**config.mk**
```make
export PLATFORM = sky130hd
export DESIGN_NAME = gnc_queue
export DESIGN_NICKNAME = d
export VERILOG_FILES = /design/src/hw/rtl/gnc_pkg.sv /design/src/hw/rtl/gnc_queue.sv
export SDC_FILE = /design/constraint.sdc
export NUM_CORES = 1
export LEC_CHECK = 0
export BUFFER_PORTS_ARGS = -buffer_cell sky130_fd_sc_hd__buf_2
export CAP_MARGIN = 0
export CORE_MARGIN = 3
export CORE_UTILIZATION = 27
export DETAILED_ROUTE_END_ITERATION = 12
export PLACE_DENSITY = 0.44
export SETUP_SLACK_MARGIN = 0.4
export SYNTH_ARGS = -nofsm -noshare
export SYNTH_HDL_FRONTEND = slang
export SYNTH_SLANG_ARGS = --single-unit
```
**constraint.sdc**
```tcl
create_clock -name clk -period 5.2 [get_ports clk]
set_input_delay 0.78 -clock clk [delete_from_list [all_inputs] [get_ports clk]]
set_output_delay 0.78 -clock clk [all_outputs]
set_load 0.03 [all_outputs]
```
**src/hw/rtl/gnc_pkg.sv**
```systemverilog
// ----------------------------------------------------------------------------
// gnc_pkg
// Field widths, limits and word types of the group number compactor.
// ----------------------------------------------------------------------------
`default_nettype none

package gnc_pkg;

    localparam int KIND_W  = 8;
    localparam int GID_W   = 16;
    localparam int CID_W   = 9;
    localparam int SEEN_W  = 5;

    // per-type counter saturates here; a further new number overflows
    localparam logic [CID_W-1:0] COUNT_MAX = 9'd511;

    // word handed from the front to the back
    typedef struct packed {
        logic [KIND_W-1:0] group_kind;
        logic [GID_W-1:0]  group_id;
        logic              ignored;
    } item_t;

    // result word
    typedef struct packed {
        logic [CID_W-1:0]  compact_id;
        logic              kind_is_new;
        logic              id_is_new;
        logic [SEEN_W-1:0] kinds_seen;
        logic              ignored;
        logic              overflow;
    } result_t;

endpackage

`default_nettype wire

```
**src/hw/rtl/gnc_queue.sv**
```systemverilog
// ----------------------------------------------------------------------------
// gnc_queue
// Two-entry queue of classified words between the front and the back.
// ----------------------------------------------------------------------------
`default_nettype none

module gnc_queue import gnc_pkg::*; (
    input  wire logic  clk,
    input  wire logic  rst_n,
    input  wire logic  push,
    input  item_t      push_item,
    output logic       full,
    input  wire logic  pop,
    output logic       avail,
    output item_t      head
);

    item_t       slots_reg [2];
    logic        wr_ptr_reg;
    logic        rd_ptr_reg;
    logic [1:0]  count_reg;

    assign full  = (count_reg == 2'd2);
    assign avail = (count_reg != 2'd0);
    assign head  = slots_reg[rd_ptr_reg];

    // pointers and fill level
    always_ff @(posedge clk or negedge rst_n)
    begin
        if (!rst_n)
        begin
            wr_ptr_reg <= 1'b0;
            rd_ptr_reg <= 1'b0;
            count_reg  <= 2'd0;
        end
        else
        begin
            if (push)
            begin
                wr_ptr_reg <= !wr_ptr_reg;
            end
            if (pop)
            begin
                rd_ptr_reg <= !rd_ptr_reg;
            end
            count_reg <= count_reg + {1'b0, push} - {1'b0, pop};
        end
    end

    // storage
    always_ff @(posedge clk)
    begin
        if (push)
        begin
            slots_reg[wr_ptr_reg] <= push_item;
        end
    end

endmodule

`default_nettype wire

```
==> flow_summary.yaml, run 1 <==
run_status:
  run_status: "complete, no violations"
timing:
  finalCritPeriodShare_pct: 54.2
  setup_ws_ns: 2.38
  finalClockSkew_ns: 0.00495
  slew_viol_final: 0
  max_slew_margin_pct: 18.4
  timing.fmax_ghz: 0.355
  rsz0062_at_grt: "no"
  finalSetupViolCount: 0
  period_minus_slack_ns: 2.82
  hold_violations: 0
  setup_tns_ns: 0
  hold_ws_ns: 0.273
  worst_pin_slew_ns: 1.22
synth:
  synth.area.mux_share_pct: 16.8
  synth_seq_cells: 54
  synth_xor_area_share_pct: 1.96
  ys_seq_area_share_pct: 76.1
  synth_top_family_by_area: "multiplexers"
  synth_fa_ha_area_share_pct: 1.19
  synthSimpleGateAreaFrac_pct: 1.19
  synth_compound_area_share_pct: 0
  synth_area_per_cell_um2: 22.6
  syn_inst: 93
  syn_nets: 124
  synth_warnings: 0
  synthDistinctLibCells: 13
  syn_area_mm2: 0.00210
clock_network:
  htree_num_levels: 2
  cts_setup_buffers: 0
  cts_root_buf: "clkbuf_8"
  clk_path_buf_depth: 2
  cts.clk_slew.worst_paths_ns: 0.09
  hold_buffers: 0
  cts_num_sinks: 54
  cts_inserted_buffers: 5
  cts_resized: 0
  clkLatencyLatePin_ns: 0.30
  cts_tree: "done"
critical_path:
  cp_max_fo: 15
  ff2ff_path_depth: 1
  cp.arrival_ns: 2.04
  r2r_start: "wr_ptr_reg"
  start_kind: "register"
  ff2ff_setup_slack_ns: 3.46
  r2r-end: "slots_reg[1][1]"
  worst-setup-path-type: "register to primary output"
  crit_required_ns: 4.42
  endpoint_kind: "primary output"
pwr:
  p_leak_uw: 0.00102
  sw_frac_of_total_pct: 36.2
  netSwitchingPower_uw: 514
  power_frac_clock_pct: 16.1
  intPower_uw: 907
  seqPwrFrac_pct: 44.4
  power.share.combinational_pct: 39.5
  peakVddDrop_mv: 0.234
  powerDensity_mw_per_mm2: 555
finish:
  area_delta_synth_final_pct: 21.8
  nets: 185
  largest_register_ffs: 50
  finalInstanceArea_mm2: 0.00256
  diodes: 0
  fin_util_pct: 34.6
  drive_above_1_share_pct: 59.4
detailed_routing:
  num_vias: 1018
  drc: 0
  vias_per_cell: 4.01
  avgRoutedWirePerCell_um: 14.2
  drt_wl_total_mm: 3.60
  ant_nets: 0
  first_pass_iters: 4
  drt_iter0_markers: 36
place:
  dpl_worst_slack_ns: 2.67
  hpwl_mm: 2.58
  numPortBuffers: 55
  gp_congestion: 0.627
  placedInstanceArea_mm2: 0.00247
global_route:
  grt_usage_pct: 8.62
  antenna_found_initial: 0
  grt_start_max_net_pins: 26
  grt_pass1_vias: 1148
  gr-total-overflow: 0
  grt_pass1_wl_mm: 5.71
min_path:
  hp-class: "input port to async pin"
floorplan:
  fp.dieH_um: 94.3
  rows: 31
  fp.coreArea_mm2: 0.00741
  die-area_mm2: 0.00889
  chipWidth_um: 94.3
  start_util_pct: 28.4
  io_pins: 56
flow_run:
  cap_violations: 0
[how the worst max path moves through the flow]
stage | depth (start not counted) | startpoint | endpoint | slack (ns)
after CTS | 3 | rd_ptr_reg | head[3] | 2.33
after floorplan | 1 | push | slots_reg[0][0] | 2.86
after detailed placement | 3 | rd_ptr_reg | head[3] | 2.67
after global placement | 3 | rd_ptr_reg | head[0] | 2.73
after global routing | 3 | rd_ptr_reg | head[24] | 2.25
final | 3 | rd_ptr_reg | head[3] | 2.38
[power groups by stage]
| stage | combinational, uW | sequential (uW) | clock (uW) |
|---|---|---|---|
| 2_1_floorplan | 487 | 611 | 0 |
| 3_3_place_gp | 564 | 638 | 0 |
| 3_5_place_dp | 570 | 644 | 0 |
| 4_1_cts | 573 | 634 | 241 |
| 5_1_grt | 601 | 645 | 260 |
| 6_report | 561 | 632 | 229 |
[area by class of cell]
type	count	area, um^2
tap	99	124
fill	739	4850
clock inverter	3	23.8
inverter	2	7.51
sequential	54	1600
clock buffer	5	68.8
multi-input combinational	34	447
timing repair buffer	57	290
[cell usage in the layout, fill, tap and decap left out, drive strengths merged, types with 2 or more instances in the layout]
cell	Yosys	routed
buf	3	57
edfxtp	50	50
mux2	25	25
clkbuf	0	5
dfrtp	4	4
inv	2	3
xor2	2	2
ha	2	2
clkinvlp	0	2
nor2b	2	2
[Yosys cell counts]
| cell | n | area (um^2) |
|---|---|---|
| xor2_1 | 2 | 17.5 |
| buf_6 | 1 | 11.3 |
| nor2b_1 | 2 | 12.5 |
| buf_12 | 2 | 40.0 |
| mux2_4 | 19 | 285 |
| ha_1 | 2 | 25.0 |
| edfxtp_1 | 50 | 1500 |
| dfrtp_1 | 4 | 100 |
| mux2_2 | 6 | 67.6 |
| or2_2 | 1 | 6.26 |
| and2_1 | 1 | 6.26 |
| inv_1 | 2 | 7.51 |
| xor3_1 | 1 | 23.8 |
[per-layer routing]
metal	vias to the layer above	track usage (%)	part of all wire (%)
met5	-	0	0
li1	475	-	-
met3	2	4.17	11
met1	495	10.2	41
met4	0	2.17	0.33
met2	46	14.1	48
[critical path, cell delays in order, from the launching register on]
cell and delay [ns]:
dfrtp_1 0.79, buf_4 0.39, mux2_2 0.37, buf_2 0.18
[metrics by stage]
step,instances,power [uW]
after CTS,254,1450
after floorplan,93,1100
final,254,1420
after global routing,254,1510
after detailed placement,246,1210
after global placement,246,1200
[logic make-up (layout without fill, tap and decap cells)]
family	count (synthesis)	in the layout
XOR/XNOR	3	3
AND/OR/NAND/NOR	4	4
buffers and inverters	5	67
multiplexers	25	25
adder cells (fa/ha/maj)	2	2
flip-flops	54	54
(Power assumes the default switching activity.)
==> run 2: changes to the inputs <==
--- a/config.mk
+++ b/config.mk
@@ -5,12 +5,13 @@
 export SDC_FILE = /design/constraint.sdc
 export NUM_CORES = 1
 export LEC_CHECK = 0
+export ABC_AREA = 1
 export BUFFER_PORTS_ARGS = -buffer_cell sky130_fd_sc_hd__buf_2
 export CAP_MARGIN = 0
 export CORE_MARGIN = 3
 export CORE_UTILIZATION = 27
 export DETAILED_ROUTE_END_ITERATION = 12
-export PLACE_DENSITY = 0.44
+export PLACE_DENSITY = 0.45
 export SETUP_SLACK_MARGIN = 0.4
 export SYNTH_ARGS = -nofsm -noshare
 export SYNTH_HDL_FRONTEND = slang
==> constraint.sdc (replaced) <==
create_clock -name clk -period 2.5 [get_ports clk]
set_input_delay 0.375 -clock clk [delete_from_list [all_inputs] [get_ports clk]]
set_output_delay 0.375 -clock clk [all_outputs]
set_load 0.03 [all_outputs]
==> run 2 against run 1 <==
Compared with the run above: global-route usage down 0.39 points; total power rose by 120%; register-to-register slack got worse by 2.1 ns; clock skew grew 0.00069 ns; die area increased by 4.7%; clock-buffer cell count unchanged; synthesized cell count rose by 68%; final cell count up 26%.
==> flow_summary.yaml, run 2 <==
run_status:
  run_status: "complete, no violations"
timing:
  rsz0062_at_grt: "no"
  finalSetupViolCount: 0
  hold_violations: 0
  setup_tns_ns: 0
  setup_ws_ns: 0.571
  worst_pin_slew_ns: 0.354
  finalClockSkew_ns: 0.00564
  max_slew_margin_pct: 76.4
  period_minus_slack_ns: 1.93
  hold_ws_ns: 0.250
  timing.fmax_ghz: 0.518
  slew_viol_final: 0
  finalCritPeriodShare_pct: 77.2
place:
  numPortBuffers: 55
  hpwl_mm: 2.48
  dpl_worst_slack_ns: 0.878
  gp_congestion: 0.660
synth:
  syn_inst: 156
  synthDistinctLibCells: 11
  synth_top_area_share_pct: 68.0
  ys_top_cells_by_area: "edfxtp_1, o21ai_2, inv_1"
  synth_area_per_cell_um2: 14.2
  synthTopCellsByCount: "edfxtp_1, inv_1, nand2_1"
  synth_most_common_cell: "edfxtp_1"
  syn_area_mm2: 0.00221
  synth.largest_area_cell: "edfxtp_1"
  ys_seq_area_share_pct: 72.5
  yosys_most_used_dff: "edfxtp_1"
  syn_nets: 187
  synth_warnings: 0
  synth_edf_count: 50
  synth_seq_cells: 54
  synthArstFlopShare_pct: 7.41
global_route:
  antenna_found_initial: 0
  gr-total-overflow: 0
  grt_pass1_wl_mm: 5.62
  grt_usage_pct: 8.23
  grt_pass1_vias: 1171
  grt_start_max_net_pins: 39
floorplan:
  fp.coreArea_mm2: 0.00785
  fp.dieH_um: 96.5
  chipWidth_um: 96.5
  io_pins: 56
  die-area_mm2: 0.00931
  rows: 32
  start_util_pct: 28.2
detailed_routing:
  vias_per_cell: 3.88
  top_layer: "met4"
  wl_met2_mm: 1.61
  drt_wl_total_mm: 3.54
  wl_met3_um: 248
  ant_nets: 0
  drt_iter0_markers: 47
  drt-met1-wl_mm: 1.61
  num_vias: 1237
  drc: 0
  avgRoutedWirePerCell_um: 11.1
  first_pass_iters: 4
critical_path:
  cp_max_fo: 38
  cp.arrival_ns: 1.55
  cpPeakStageDelay_ns: 0.58
  start_kind: "register"
  crit_chain: "buf_12 > nand2_1 > o21ai_2 > buf_2"
  ff2ff_setup_slack_ns: 1.32
  crit_required_ns: 2.12
  endpoint_kind: "primary output"
  r2r_start: "wr_ptr_reg"
  r2r-end: "slots_reg[0][15]"
  worst-setup-path-type: "register to primary output"
  ff2ff_path_depth: 2
  critPathSlowestCell: "dfrtp_2"
pwr:
  intPower_uw: 1800
  peakVddDrop_mv: 0.405
  p_leak_uw: 0.00115
  power_frac_clock_pct: 15.8
  netSwitchingPower_uw: 1310
  power.share.combinational_pct: 42.4
  sw_frac_of_total_pct: 42.1
  seqPwrFrac_pct: 41.8
  powerDensity_mw_per_mm2: 1170
clock_network:
  cts.clk_slew.worst_paths_ns: 0.10
  cts_num_sinks: 54
  clkLatencyLatePin_ns: 0.30
  cts_root_buf: "clkbuf_8"
  htree_num_levels: 2
  clk_path_buf_depth: 2
  cts_inserted_buffers: 5
  cts_tree: "done"
finish:
  multi_input_area_um2: 397
  drive_above_1_share_pct: 42.9
  mostFrequentLayoutCells: "buf_2, edfxtp_1, inv_1, nand2_1, o21ai_2"
  largest_register_ffs: 50
  diodes: 0
  layout_commonest_cell: "buf_2"
  area_delta_synth_final_pct: 20.4
  seq_area_mm2: 0.00160
  nets: 247
  fill_cells: 801
min_path:
  hp-class: "input port to register"
  min_to: "slots_reg[1][21]"
  min_path_cells: 1
  min-delay-start: "push_item[21]"
flow_run:
  cap_violations: 0
-- run 2: power by group through the flow --
stage | clock network, uW | registers, uW | logic (uW)
floorplan | 0 | 1270 | 1150
global placement | 0 | 1320 | 1350
detailed placement | 0 | 1320 | 1350
CTS | 517 | 1300 | 1350
global route | 551 | 1320 | 1460
finish | 491 | 1300 | 1320
-- run 2: critical path, delay by kind of cell, from the launching register on --
family,cells,cell delay (ns)
AOI/OAI and AO/OA,1,0.07
buffers and inverters,2,0.47
DFF,1,0.58
and+or+nand+nor,1,0.10
-- run 2: logic make-up (layout without fill, tap and decap cells) --
| family | Yosys count | after routing | synth area share (%) |
|---|---|---|---|
| xor+xnor | 2 | 2 | 0.793 |
| compound gates | 25 | 25 | 9.91 |
| buf+inv | 38 | 99 | 9.68 |
| flops | 54 | 54 | 72.5 |
| simple gates | 35 | 35 | 6.00 |
| fa+ha+maj | 2 | 2 | 1.13 |
-- run 2: worst max path at each step --
stage                      end        from  depth (start not counted)  slack [ns]
2_1_floorplan  slots_reg[0][0]  wr_ptr_reg                          1        0.62
3_3_place_gp          head[21]  rd_ptr_reg                          4        0.90
3_5_place_dp           head[7]  rd_ptr_reg                          4        0.88
4_1_cts                head[7]  rd_ptr_reg                          4        0.52
5_1_grt                head[5]  rd_ptr_reg                          4        0.43
6_report               head[7]  rd_ptr_reg                          4        0.57
-- run 2: repair_timing --
| action | CTS | global route |
|---|---|---|
| setup buffers | 0 | 0 |
| endpoints found under the setup margin | 0 | 0 |
| resized for setup | 0 | 0 |
| hold buffers | 1 | 0 |
| hold endpoints to repair | 4 | 0 |
-- run 2: metal layers --
layer / GRT usage (%) / vias up
met1: 10.2 / 559
li1: - / 638
met3: 2.79 / 5
met5: 0 / -
met2: 13.1 / 35
met4: 3.50 / 0
-- run 2: cell type report --
class / instances / share of cell area [%]
clock buffer: 5 / 2.59
timing repair buffer: 59 / 12.0
clock inverter: 3 / 0.940
sequential: 54 / 60.2
tap: 102 / 4.80
inverter: 32 / 4.51
multi-input combinational: 64 / 14.9
-- run 2: per-stage QoR --
step / total power, uW / util [%] / std cells / area [um^2]
3_3_place_gp: 2670 / 32.6 / 310 / 2560
4_1_cts: 3170 / 33.9 / 319 / 2660
6_report: 3110 / 33.9 / 319 / 2660
5_1_grt: 3340 / 33.9 / 319 / 2660
2_1_floorplan: 2420 / - / 156 / 2210
3_5_place_dp: 2670 / 32.6 / 310 / 2560
