**src/hw/rtl/gnc_pkg.sv**
```systemverilog
// ----------------------------------------------------------------------------
// gnc_pkg
// Field widths, limits and word types of the group number compactor.
// ----------------------------------------------------------------------------
`default_nettype none

package gnc_pkg;

    localparam int KIND_W  = 8;
    localparam int GID_W   = 16;
    localparam int CID_W   = 9;
    localparam int SEEN_W  = 5;

    // per-type counter saturates here; a further new number overflows
    localparam logic [CID_W-1:0] COUNT_MAX = 9'd511;

    // word handed from the front to the back
    typedef struct packed {
        logic [KIND_W-1:0] group_kind;
        logic [GID_W-1:0]  group_id;
        logic              ignored;
    } item_t;

    // result word
    typedef struct packed {
        logic [CID_W-1:0]  compact_id;
        logic              kind_is_new;
        logic              id_is_new;
        logic [SEEN_W-1:0] kinds_seen;
        logic              ignored;
        logic              overflow;
    } result_t;

endpackage

`default_nettype wire

```
**src/hw/rtl/gnc_if.sv**
```systemverilog
// ----------------------------------------------------------------------------
// gnc_if
// Valid/ready channels for the input words and the result words.
// ----------------------------------------------------------------------------
`default_nettype none

interface gnc_in_if import gnc_pkg::*; ();
    logic              valid;
    logic              ready;
    logic [KIND_W-1:0] group_kind;
    logic [GID_W-1:0]  group_id;

    modport source (output valid, output group_kind, output group_id, input ready);
    modport sink   (input valid, input group_kind, input group_id, output ready);
endinterface


`default_nettype wire

```
**src/hw/rtl/gnc_front.sv**
```systemverilog
// ----------------------------------------------------------------------------
// gnc_front
// Takes input words, trims the number to its used bits and marks zero pairs.
// ----------------------------------------------------------------------------
`default_nettype none

module gnc_front import gnc_pkg::*; #(
    parameter int ID_BITS = 16
) (
    gnc_in_if.sink      in_ch,
    input  wire logic   q_full,
    output logic        push,
    output item_t       push_item
);

    logic [ID_BITS-1:0] id_used;

    // only the low ID_BITS bits of the number count
    assign id_used = ID_BITS'(in_ch.group_id);

    assign in_ch.ready = !q_full;
    assign push        = in_ch.valid && !q_full;

    always_comb
    begin
        push_item.group_kind = in_ch.group_kind;
        push_item.group_id   = GID_W'(id_used);
        push_item.ignored    = (in_ch.group_kind == '0) || (id_used == '0);
    end

endmodule

`default_nettype wire

```
**src/flat_wrapper.sv**
```systemverilog
// flat-port wrapper written by rule: the top's interface ports become plain ports
module gnc_front_flat import gnc_pkg::*;
#(
    parameter int ID_BITS = 16
)
  (q_full, push, push_item, in_ch_valid, in_ch_group_kind, in_ch_group_id, in_ch_ready);
  gnc_in_if in_ch_i ();
  input  wire logic q_full;
  output logic push;
  output item_t push_item;
  input wire logic [$bits(in_ch_i.valid)-1:0] in_ch_valid;
  input wire logic [$bits(in_ch_i.group_kind)-1:0] in_ch_group_kind;
  input wire logic [$bits(in_ch_i.group_id)-1:0] in_ch_group_id;
  output wire logic [$bits(in_ch_i.ready)-1:0] in_ch_ready;
  assign in_ch_i.valid = in_ch_valid;
  assign in_ch_i.group_kind = in_ch_group_kind;
  assign in_ch_i.group_id = in_ch_group_id;
  assign in_ch_ready = in_ch_i.ready;
  gnc_front #(.ID_BITS(ID_BITS)) u_core (.in_ch(in_ch_i), .q_full(q_full), .push(push), .push_item(push_item));
endmodule
```
**config.mk**
```make
export PLATFORM = sky130hd
export DESIGN_NAME = gnc_front_flat
export DESIGN_NICKNAME = d
export VERILOG_FILES = /design/src/hw/rtl/gnc_pkg.sv /design/src/hw/rtl/gnc_if.sv /design/src/hw/rtl/gnc_front.sv /design/src/flat_wrapper.sv
export SDC_FILE = /design/constraint.sdc
export NUM_CORES = 1
export LEC_CHECK = 0
export BUFFER_PORTS_ARGS = -buffer_cell sky130_fd_sc_hd__buf_4
export CORE_AREA = 8 8 45 47
export DETAILED_ROUTE_END_ITERATION = 10
export DIE_AREA = 0 0 53 55
export GPL_TIMING_DRIVEN = 0
export PLACE_DENSITY = 0.62
export SLEW_MARGIN = 20
export SYNTH_ARGS = -nofsm -noshare
export SYNTH_HDL_FRONTEND = slang
export SYNTH_SLANG_ARGS = --single-unit
```
**constraint.sdc**
```tcl
create_clock -name vclk -period 0.8
set_clock_uncertainty 0.05 [all_clocks]
set_input_delay 0.12 -clock vclk [all_inputs]
set_output_delay 0.12 -clock vclk [all_outputs]
set_load 0.05 [all_outputs]
```
==> flow_metrics.env, run 1 <==
export IMPL_outcome="complete, but fails checks"
export IMPL_violations="setup timing"
export IMPL_placed_cell_area_um2=671
export IMPL_port_buffers=53
export IMPL_grt_pass1_wl_um=1790
export IMPL_postCtsSetupBuffers=0
export IMPL_area_delta_synth_final_pct=213
export IMPL_path_cells="buf_4 -> nor4_1 -> nand2_1 -> nand2_2 -> buf_8"
export IMPL_seq_cells=0
export IMPL_cp_data_required_time_ps=630
export IMPL_critPathArrivalTime_ps=850
export IMPL_syn_inst=35
export IMPL_core_area_um2=1380
export IMPL_finalMaxSlewViolations=0
export IMPL_grt_max_degree=3
export IMPL_finalHoldViolCount=0
export IMPL_worstPathBufferInverterCount=2
export IMPL_yosys_warnings=0
export IMPL_peakVddDrop_mv=0.381
export IMPL_ys_seq_area_frac=0
export IMPL_netlist_area_um2=248
export IMPL_setup_slack_ps=-221
export IMPL_drive_gt1_frac=0.955
export IMPL_antenna_found_initial=0
export IMPL_seq_area_um2=0
export IMPL_pre_cts_ws_ps=-316
export IMPL_timing_final_crit_share=1.28
export IMPL_p_switching_w=0.000349
export IMPL_end_kind="output pin"
export IMPL_grt_use_total=0.0763
export IMPL_grt_pass1_vias=462
export IMPL_crit_family="simple AND/OR/NAND/NOR gates"
export IMPL_ios=53
export IMPL_fmax_ghz=0.979
export IMPL_min_path_cells=3
export IMPL_p_comb_frac=1.000
export IMPL_cp_slowest_cell="nor4_1"
export IMPL_drtIter0Drc=0
export IMPL_row_count=14
export IMPL_drt_pass1_iterations=1
export IMPL_routed_wl_um=1260
export IMPL_fp_dieH_um=55
export IMPL_clkbuf_count=0
export IMPL_layout_nets=116
export IMPL_route_detailed_drc=0
export IMPL_relSlewSlack=0.829
export IMPL_maxCapViolCount=0
export IMPL_min_path_type="input port to output pin"
export IMPL_setup_viol=1
export IMPL_diodes=0
export IMPL_die_x_um=53
export IMPL_ant_nets=0
export IMPL_holdWs_ps=487
export IMPL_synth_distinct_cells=7
export IMPL_mostFrequentLayoutCells="buf_4, buf_6, nor4_4"
export IMPL_p_sw_frac=0.564
export IMPL_cp_max_fo=2
export IMPL_tightest_slew_ps=254
export IMPL_start_kind="input port"
export IMPL_p_int_w=0.000270
export IMPL_wire_per_inst_um=12.1
export IMPL_gr_total_overflow=0
export IMPL_powerDensity_nw_per_um2=799
export IMPL_dp_hpwl_um=1140
export IMPL_viasPerCell=3.84
export IMPL_gp_congestion=0.665
export IMPL_vias=399
export IMPL_finalSetupTns_ps=-221
export IMPL_crit_type="input port to output pin"
export IMPL_synth_fp_nets=61
export IMPL_syn_area_per_cell_um2=7.08
export IMPL_clkPwrFrac=0
export IMPL_path_depth=5
export IMPL_fin_crit_ps=1020
export IMPL_final_common_cell="buf_4"
export IMPL_pwr_share_seq=0
export IMPL_cpPeakStageDelay_ps=290
export IMPL_start_util=0.179
export IMPL_die_area_um2=2920
export IMPL_fin_area_um2=776
export IMPL_rsz0062_at_grt="true"
export IMPL_p_leak_nw=0.413
repair_timing:
| item | in CTS | in global routing |
|---|---|---|
| endpoints found under the hold margin | 0 | 0 |
| resized for setup | 14 | 6 |
| setup endpoints to repair | 1 | 1 |
| pin swaps | 6 | 4 |
| hold buffers | 0 | 0 |
logic make-up after synthesis:
logic type | synth area share
buf+inv | 0.742
simple gates | 0.258
worst paths after layout:
kind	from	endpoint	slack [ps]
worst max-delay path	in_ch_group_kind[1]	push_item[0]	-220
worst min-delay path	q_full	push	490
power groups by stage:
stage	Sequential [W]	Clock, W	Combinational (W)
final	0	0	0.000620
after global routing	0	0	0.000646
after CTS	0	0	0.000606
after detailed placement	0	0	0.000576
after global placement	0	0	0.000572
after floorplan	0	0	0.000353
stage by stage:
step | utilization | power, W | cells
4_1_cts | 0.535 | 0.000606 | 104
3_5_place_dp | 0.485 | 0.000576 | 104
6_report | 0.561 | 0.000620 | 104
5_1_grt | 0.561 | 0.000646 | 104
3_3_place_gp | 0.485 | 0.000572 | 104
2_1_floorplan | - | 0.000353 | 35
Yosys cell counts (all sizes together):
cell type	count	area, µm²
buf	24	180
nor4	6	43.8
nand2	2	7.51
inv	1	3.75
nand4	1	6.26
nor2b	1	6.26
metal layers:
metal,global-route usage,share of wire,wire (µm)
met1,0.0633,0.28,349
met2,0.152,0.52,650
met3,0.0535,0.20,254
met4,0,0,0
met5,0,0,0
layout make-up:
type	count	area, µm²
multi-input combinational	10	129
buffer	24	180
tap	16	20.0
timing repair buffer	53	443
inverter	1	3.75
fill	148	608
No activity file was read; power rests on OpenSTA's default activity.
==> run 2: changes to the inputs <==
--- a/config.mk
+++ b/config.mk
@@ -11,6 +11,7 @@
 export DIE_AREA = 0 0 53 55
 export GPL_TIMING_DRIVEN = 0
 export PLACE_DENSITY = 0.62
+export SETUP_SLACK_MARGIN = 0.3
 export SLEW_MARGIN = 20
 export SYNTH_ARGS = -nofsm -noshare
 export SYNTH_HDL_FRONTEND = slang
==> run 2 against run 1 <==
Against the previous run: the run still ends with setup timing left; critical path depth did not move; final cell count rose by 1.9%; die area did not move; wire length rose by 67%; sequential share of layout area did not move; sequential cell count did not move; power rose by 47%; global-route usage rose by 4.9 points; first-iteration DRC count rose by 1; critical endpoint unchanged; largest cell class unchanged; highest routed layer is now met4.
==> flow_metrics.env, run 2 (synthesis gave the netlist of run 1 again) <==
export IMPL_fin_crit_ps=1120
export IMPL_finalMaxSlewViolations=0
export IMPL_crit_family="simple AND/OR/NAND/NOR gates"
export IMPL_setup_viol=1
export IMPL_filler_cell_count=44
export IMPL_cp_max_fo=2
export IMPL_finalPower_w=0.000914
export IMPL_start_kind="input port"
export IMPL_worstPathBufferInverterCount=2
export IMPL_routed_wl_um=2100
export IMPL_fp_dieH_um=55
export IMPL_met3_usage=0.0401
export IMPL_vias=449
export IMPL_powerDensity_nw_per_um2=727
export IMPL_cp_slowest_cell="nor4_4"
export IMPL_outcome="complete, but fails checks"
export IMPL_seq_area_um2=0
export IMPL_die_area_um2=2920
export IMPL_timing_final_crit_share=1.39
export IMPL_maxCapViolCount=0
export IMPL_mostFrequentLayoutCells="buf_8, buf_6, nor4_4"
export IMPL_relSlewSlack=0.833
export IMPL_finalSetupTns_ps=-315
export IMPL_grt_max_degree=3
export IMPL_diodes=0
export IMPL_wire_per_inst_um=19.8
export IMPL_clkbuf_count=0
export IMPL_grt_pass1_vias=487
export IMPL_area_delta_synth_final_pct=408
export IMPL_p_leak_nw=0.577
export IMPL_seq_cells=0
export IMPL_start_util=0.179
export IMPL_peakVddDrop_mv=0.476
export IMPL_cp_data_required_time_ps=630
export IMPL_rsz0062_at_grt="true"
export IMPL_path_cells="buf_8 -> nor4_4 -> nand4_1 -> nand2_4 -> buf_8"
export IMPL_grt_pass1_wl_um=2760
export IMPL_gr_total_overflow=0
export IMPL_setup_slack_ps=-315
export IMPL_grt_use_total=0.125
export IMPL_end_kind="output pin"
export IMPL_row_count=14
export IMPL_ant_nets=0
export IMPL_busiest_layer="met2"
export IMPL_cpMostUsedCell="buf_8"
export IMPL_antenna_found_initial=0
export IMPL_crit_type="input port to output pin"
export IMPL_critPathArrivalTime_ps=950
export IMPL_pre_cts_ws_ps=-376
export IMPL_gp_congestion=0.764
export IMPL_grt_use_met2=0.234
export IMPL_min_path_type="input port to output pin"
export IMPL_port_buffers=53
export IMPL_finalHoldViolCount=0
export IMPL_route_detailed_drc=0
export IMPL_met1_usage=0.142
export IMPL_cpPeakStageDelay_ps=280
export IMPL_viasPerCell=4.24
export IMPL_ios=53
export IMPL_core_area_um2=1380
export IMPL_final_common_cell="buf_8"
export IMPL_fin_util=0.909
export IMPL_fmax_ghz=0.897
export IMPL_drt_pass1_iterations=2
export IMPL_placed_cell_area_um2=729
export IMPL_drtIter0Drc=1
export IMPL_layout_nets=118
export IMPL_violations="setup timing"
export IMPL_fin_area_um2=1260
export IMPL_cts_hold_buf=0
export IMPL_die_x_um=53
export IMPL_drive_gt1_frac=0.978
export IMPL_tightest_slew_ps=249
==> run 2: cell count changes in the layout (fill, tap and decap cells not counted) <==
cell,previous run,this run
buf_6,8,29
nor4_1,1,0
nor4_2,1,2
nand2_2,1,0
buf_4,67,1
nor2b_4,0,1
nand2_4,0,1
inv_1,1,0
buf_8,2,46
nor2b_2,1,0
clkinvlp_4,0,1
buf_12,0,3
==> run 2: layout make-up <==
| class | count | area (µm²) | share of cell area |
|---|---|---|---|
| Inverter | 1 | 7.51 | 0.00597 |
| Tap cell | 16 | 20.0 | 0.0159 |
| Timing Repair Buffer | 55 | 815 | 0.648 |
| Buffer | 24 | 270 | 0.215 |
| Multi-Input combinational cell | 10 | 145 | 0.115 |
==> run 2: routing by layer <==
layer / share of wire / vias to the layer above / wire (µm)
li1: - / 205 / -
met1: 0.38 / 205 / 795
met2: 0.47 / 37 / 994
met3: 0.14 / 2 / 297
met4: 0.0067 / 0 / 14
met5: 0 / - / 0
==> run 2: path summary, 6_finish.rpt <==
check | end | depth (start not counted) | startpoint
worst max-delay path | push_item[0] | 5 | in_ch_group_id[7]
worst min-delay path | push | 3 | q_full
==> run 2: what timing repair did <==
item                                    CTS  global route
buffers inserted                          0             2
resized for setup                       116            17
endpoints found under the setup margin   27            27
pin swaps                                 6             1
==> run 2: worst min-delay path, delay by kind of cell <==
kind          cells  cell delay, ps
buf+inv           2             230
simple gates      1              40
==> run 2: stage by stage <==
stage / instances / hold slack, ps
after floorplan: 35 / 248
after global placement: 104 / 514
after detailed placement: 104 / 515
after CTS: 104 / 448
after global routing: 106 / 466
final: 106 / 460
==> run 2: where the power goes <==
group	total (W)	internal, W	switching [W]
Clock	0	0	0
Sequential	0	0	0
Combinational	0.000914	0.000497	0.000417
Total	0.000914	0.000497	0.000417
==> run 3: changes to the inputs <==
--- a/config.mk
+++ b/config.mk
@@ -6,11 +6,13 @@
 export NUM_CORES = 1
 export LEC_CHECK = 0
 export BUFFER_PORTS_ARGS = -buffer_cell sky130_fd_sc_hd__buf_4
-export CORE_AREA = 8 8 45 47
+export CELL_PAD_IN_SITES_DETAIL_PLACEMENT = 2
+export CELL_PAD_IN_SITES_GLOBAL_PLACEMENT = 2
+export CORE_MARGIN = 8
+export CORE_UTILIZATION = 10
 export DETAILED_ROUTE_END_ITERATION = 10
-export DIE_AREA = 0 0 53 55
 export GPL_TIMING_DRIVEN = 0
-export PLACE_DENSITY = 0.62
+export PLACE_DENSITY = 0.89
 export SETUP_SLACK_MARGIN = 0.3
 export SLEW_MARGIN = 20
 export SYNTH_ARGS = -nofsm -noshare
==> run 3 against run 2 <==
Against the previous run: the run still ends with setup timing left; first-iteration DRC count decreased by 100%; maximum frequency up 4.4%; wire length down 8.8%; sequential share of layout area stayed put; sequential cell count stayed put; combinational power fell by 3.0%; worst setup slack better by 47 ps; via count down 2.9%; power fell by 2.9%; final area fell by 0.80%; hold slack worse by 6.6 ps; critical endpoint unchanged; largest cell class unchanged.
==> flow_metrics.env, run 3 (synthesis gave the netlist of run 1 again) <==
export IMPL_cpMostUsedCell="buf_8"
export IMPL_start_kind="input port"
export IMPL_drt_pass1_iterations=1
export IMPL_core_area_um2=2410
export IMPL_die_x_um=65.8
export IMPL_routed_wl_um=1920
export IMPL_wire_per_inst_um=16.1
export IMPL_peakVddDrop_mv=0.374
export IMPL_powerDensity_nw_per_um2=711
export IMPL_crit_family="simple AND/OR/NAND/NOR gates"
export IMPL_ant_nets=0
export IMPL_relSlewSlack=0.857
export IMPL_route_detailed_drc=0
export IMPL_outcome="complete, but fails checks"
export IMPL_viasPerCell=3.66
export IMPL_topRoutingLayerUsed="met3"
export IMPL_wl_met2_um=1130
export IMPL_rsz0062_at_grt="true"
export IMPL_ios=53
export IMPL_holdWs_ps=453
export IMPL_p_int_w=0.000481
export IMPL_critPathArrivalTime_ps=900
export IMPL_clkbuf_count=0
export IMPL_finalPower_w=0.000887
export IMPL_p_switching_w=0.000405
export IMPL_maxCapViolCount=0
export IMPL_wl_met3_um=292
export IMPL_area_delta_synth_final_pct=404
export IMPL_mostFrequentLayoutCells="buf_8, buf_6, nor4_4"
export IMPL_timing_final_crit_share=1.34
export IMPL_drtIter0Drc=0
export IMPL_seq_cells=0
export IMPL_finalNonFillerCells=119
export IMPL_p_sw_frac=0.457
export IMPL_violations="setup timing"
export IMPL_p_comb_frac=1.000
export IMPL_port_buffers=53
export IMPL_cp_max_fo=2
export IMPL_placed_cell_area_um2=747
export IMPL_setup_viol=1
export IMPL_fp_dieH_um=65.8
export IMPL_path_cells="buf_8 -> nor4_4 -> nand4_1 -> nand2_4 -> buf_8"
export IMPL_finalSetupTns_ps=-268
export IMPL_gp_congestion=0.714
export IMPL_finalMaxSlewViolations=0
export IMPL_gr_total_overflow=0
export IMPL_antenna_found_initial=0
export IMPL_grt_use_total=0.0902
export IMPL_die_area_um2=4330
export IMPL_fmax_ghz=0.936
export IMPL_grt_pass1_vias=564
export IMPL_m1WireLength_um=498
export IMPL_setup_slack_ps=-268
export IMPL_start_util=0.103
export IMPL_cts_hold_buf=0
export IMPL_worstPathBufferInverterCount=2
export IMPL_dp_cells=118
export IMPL_seq_area_um2=0
export IMPL_cpPeakStageDelay_ps=260
export IMPL_layout_nets=117
export IMPL_p_leak_nw=0.565
export IMPL_pwr_share_seq=0
export IMPL_grt_pass1_wl_um=3060
export IMPL_clkPwrFrac=0
export IMPL_vias=436
export IMPL_fin_area_um2=1250
export IMPL_tightest_slew_ps=213
export IMPL_dp_hpwl_um=1470
export IMPL_grt_max_degree=3
export IMPL_cp_slowest_cell="nor4_4"
export IMPL_min_path_type="input port to output pin"
export IMPL_end_kind="output pin"
export IMPL_final_common_cell="buf_8"
export IMPL_cp_data_required_time_ps=630
export IMPL_diodes=0
export IMPL_fin_crit_ps=1070
export IMPL_row_count=18
export IMPL_finalHoldViolCount=0
export IMPL_crit_type="input port to output pin"
export IMPL_drive_gt1_frac=0.966
## run 3: cell type report
cell class / instances / area (µm²)
repair buffers: 54 / 785
multi-input cells: 10 / 148
fillers: 211 / 1160
inverters: 1 / 7.51
plain buffers: 24 / 270
well taps: 30 / 37.5
## run 3: path summary, 6_finish.rpt
check                         startpoint            to  slack (ps)  cells after the start
worst min-delay path              q_full          push         450                      3
worst max-delay path  in_ch_group_id[15]  push_item[0]        -270                      5
## run 3: routing by layer
metal / global-route usage / vias up
met1: 0.0793 / 198
li1: - / 204
met2: 0.190 / 34
met5: 0 / -
met4: 0 / 0
met3: 0.0390 / 0
## run 3: per-stage QoR
step           utilization  setup WS [ps]
2_1_floorplan            -          -75.4
3_3_place_gp         0.310           -371
3_5_place_dp         0.310           -349
4_1_cts              0.515           -268
5_1_grt              0.518           -323
6_report             0.518           -268
## run 3: what timing repair did
action	CTS	global route
setup endpoints to repair	27	27
setup buffers	1	0
pin swaps	7	1
gates resized for setup	126	2
## run 3: power groups by stage
| stage | Combinational, W | Sequential [W] | Clock [W] |
|---|---|---|---|
| after floorplan | 0.000362 | 0 | 0 |
| after global placement | 0.000600 | 0 | 0 |
| after detailed placement | 0.000613 | 0 | 0 |
| after CTS | 0.000885 | 0 | 0 |
| after global routing | 0.000920 | 0 | 0 |
| final | 0.000887 | 0 | 0 |
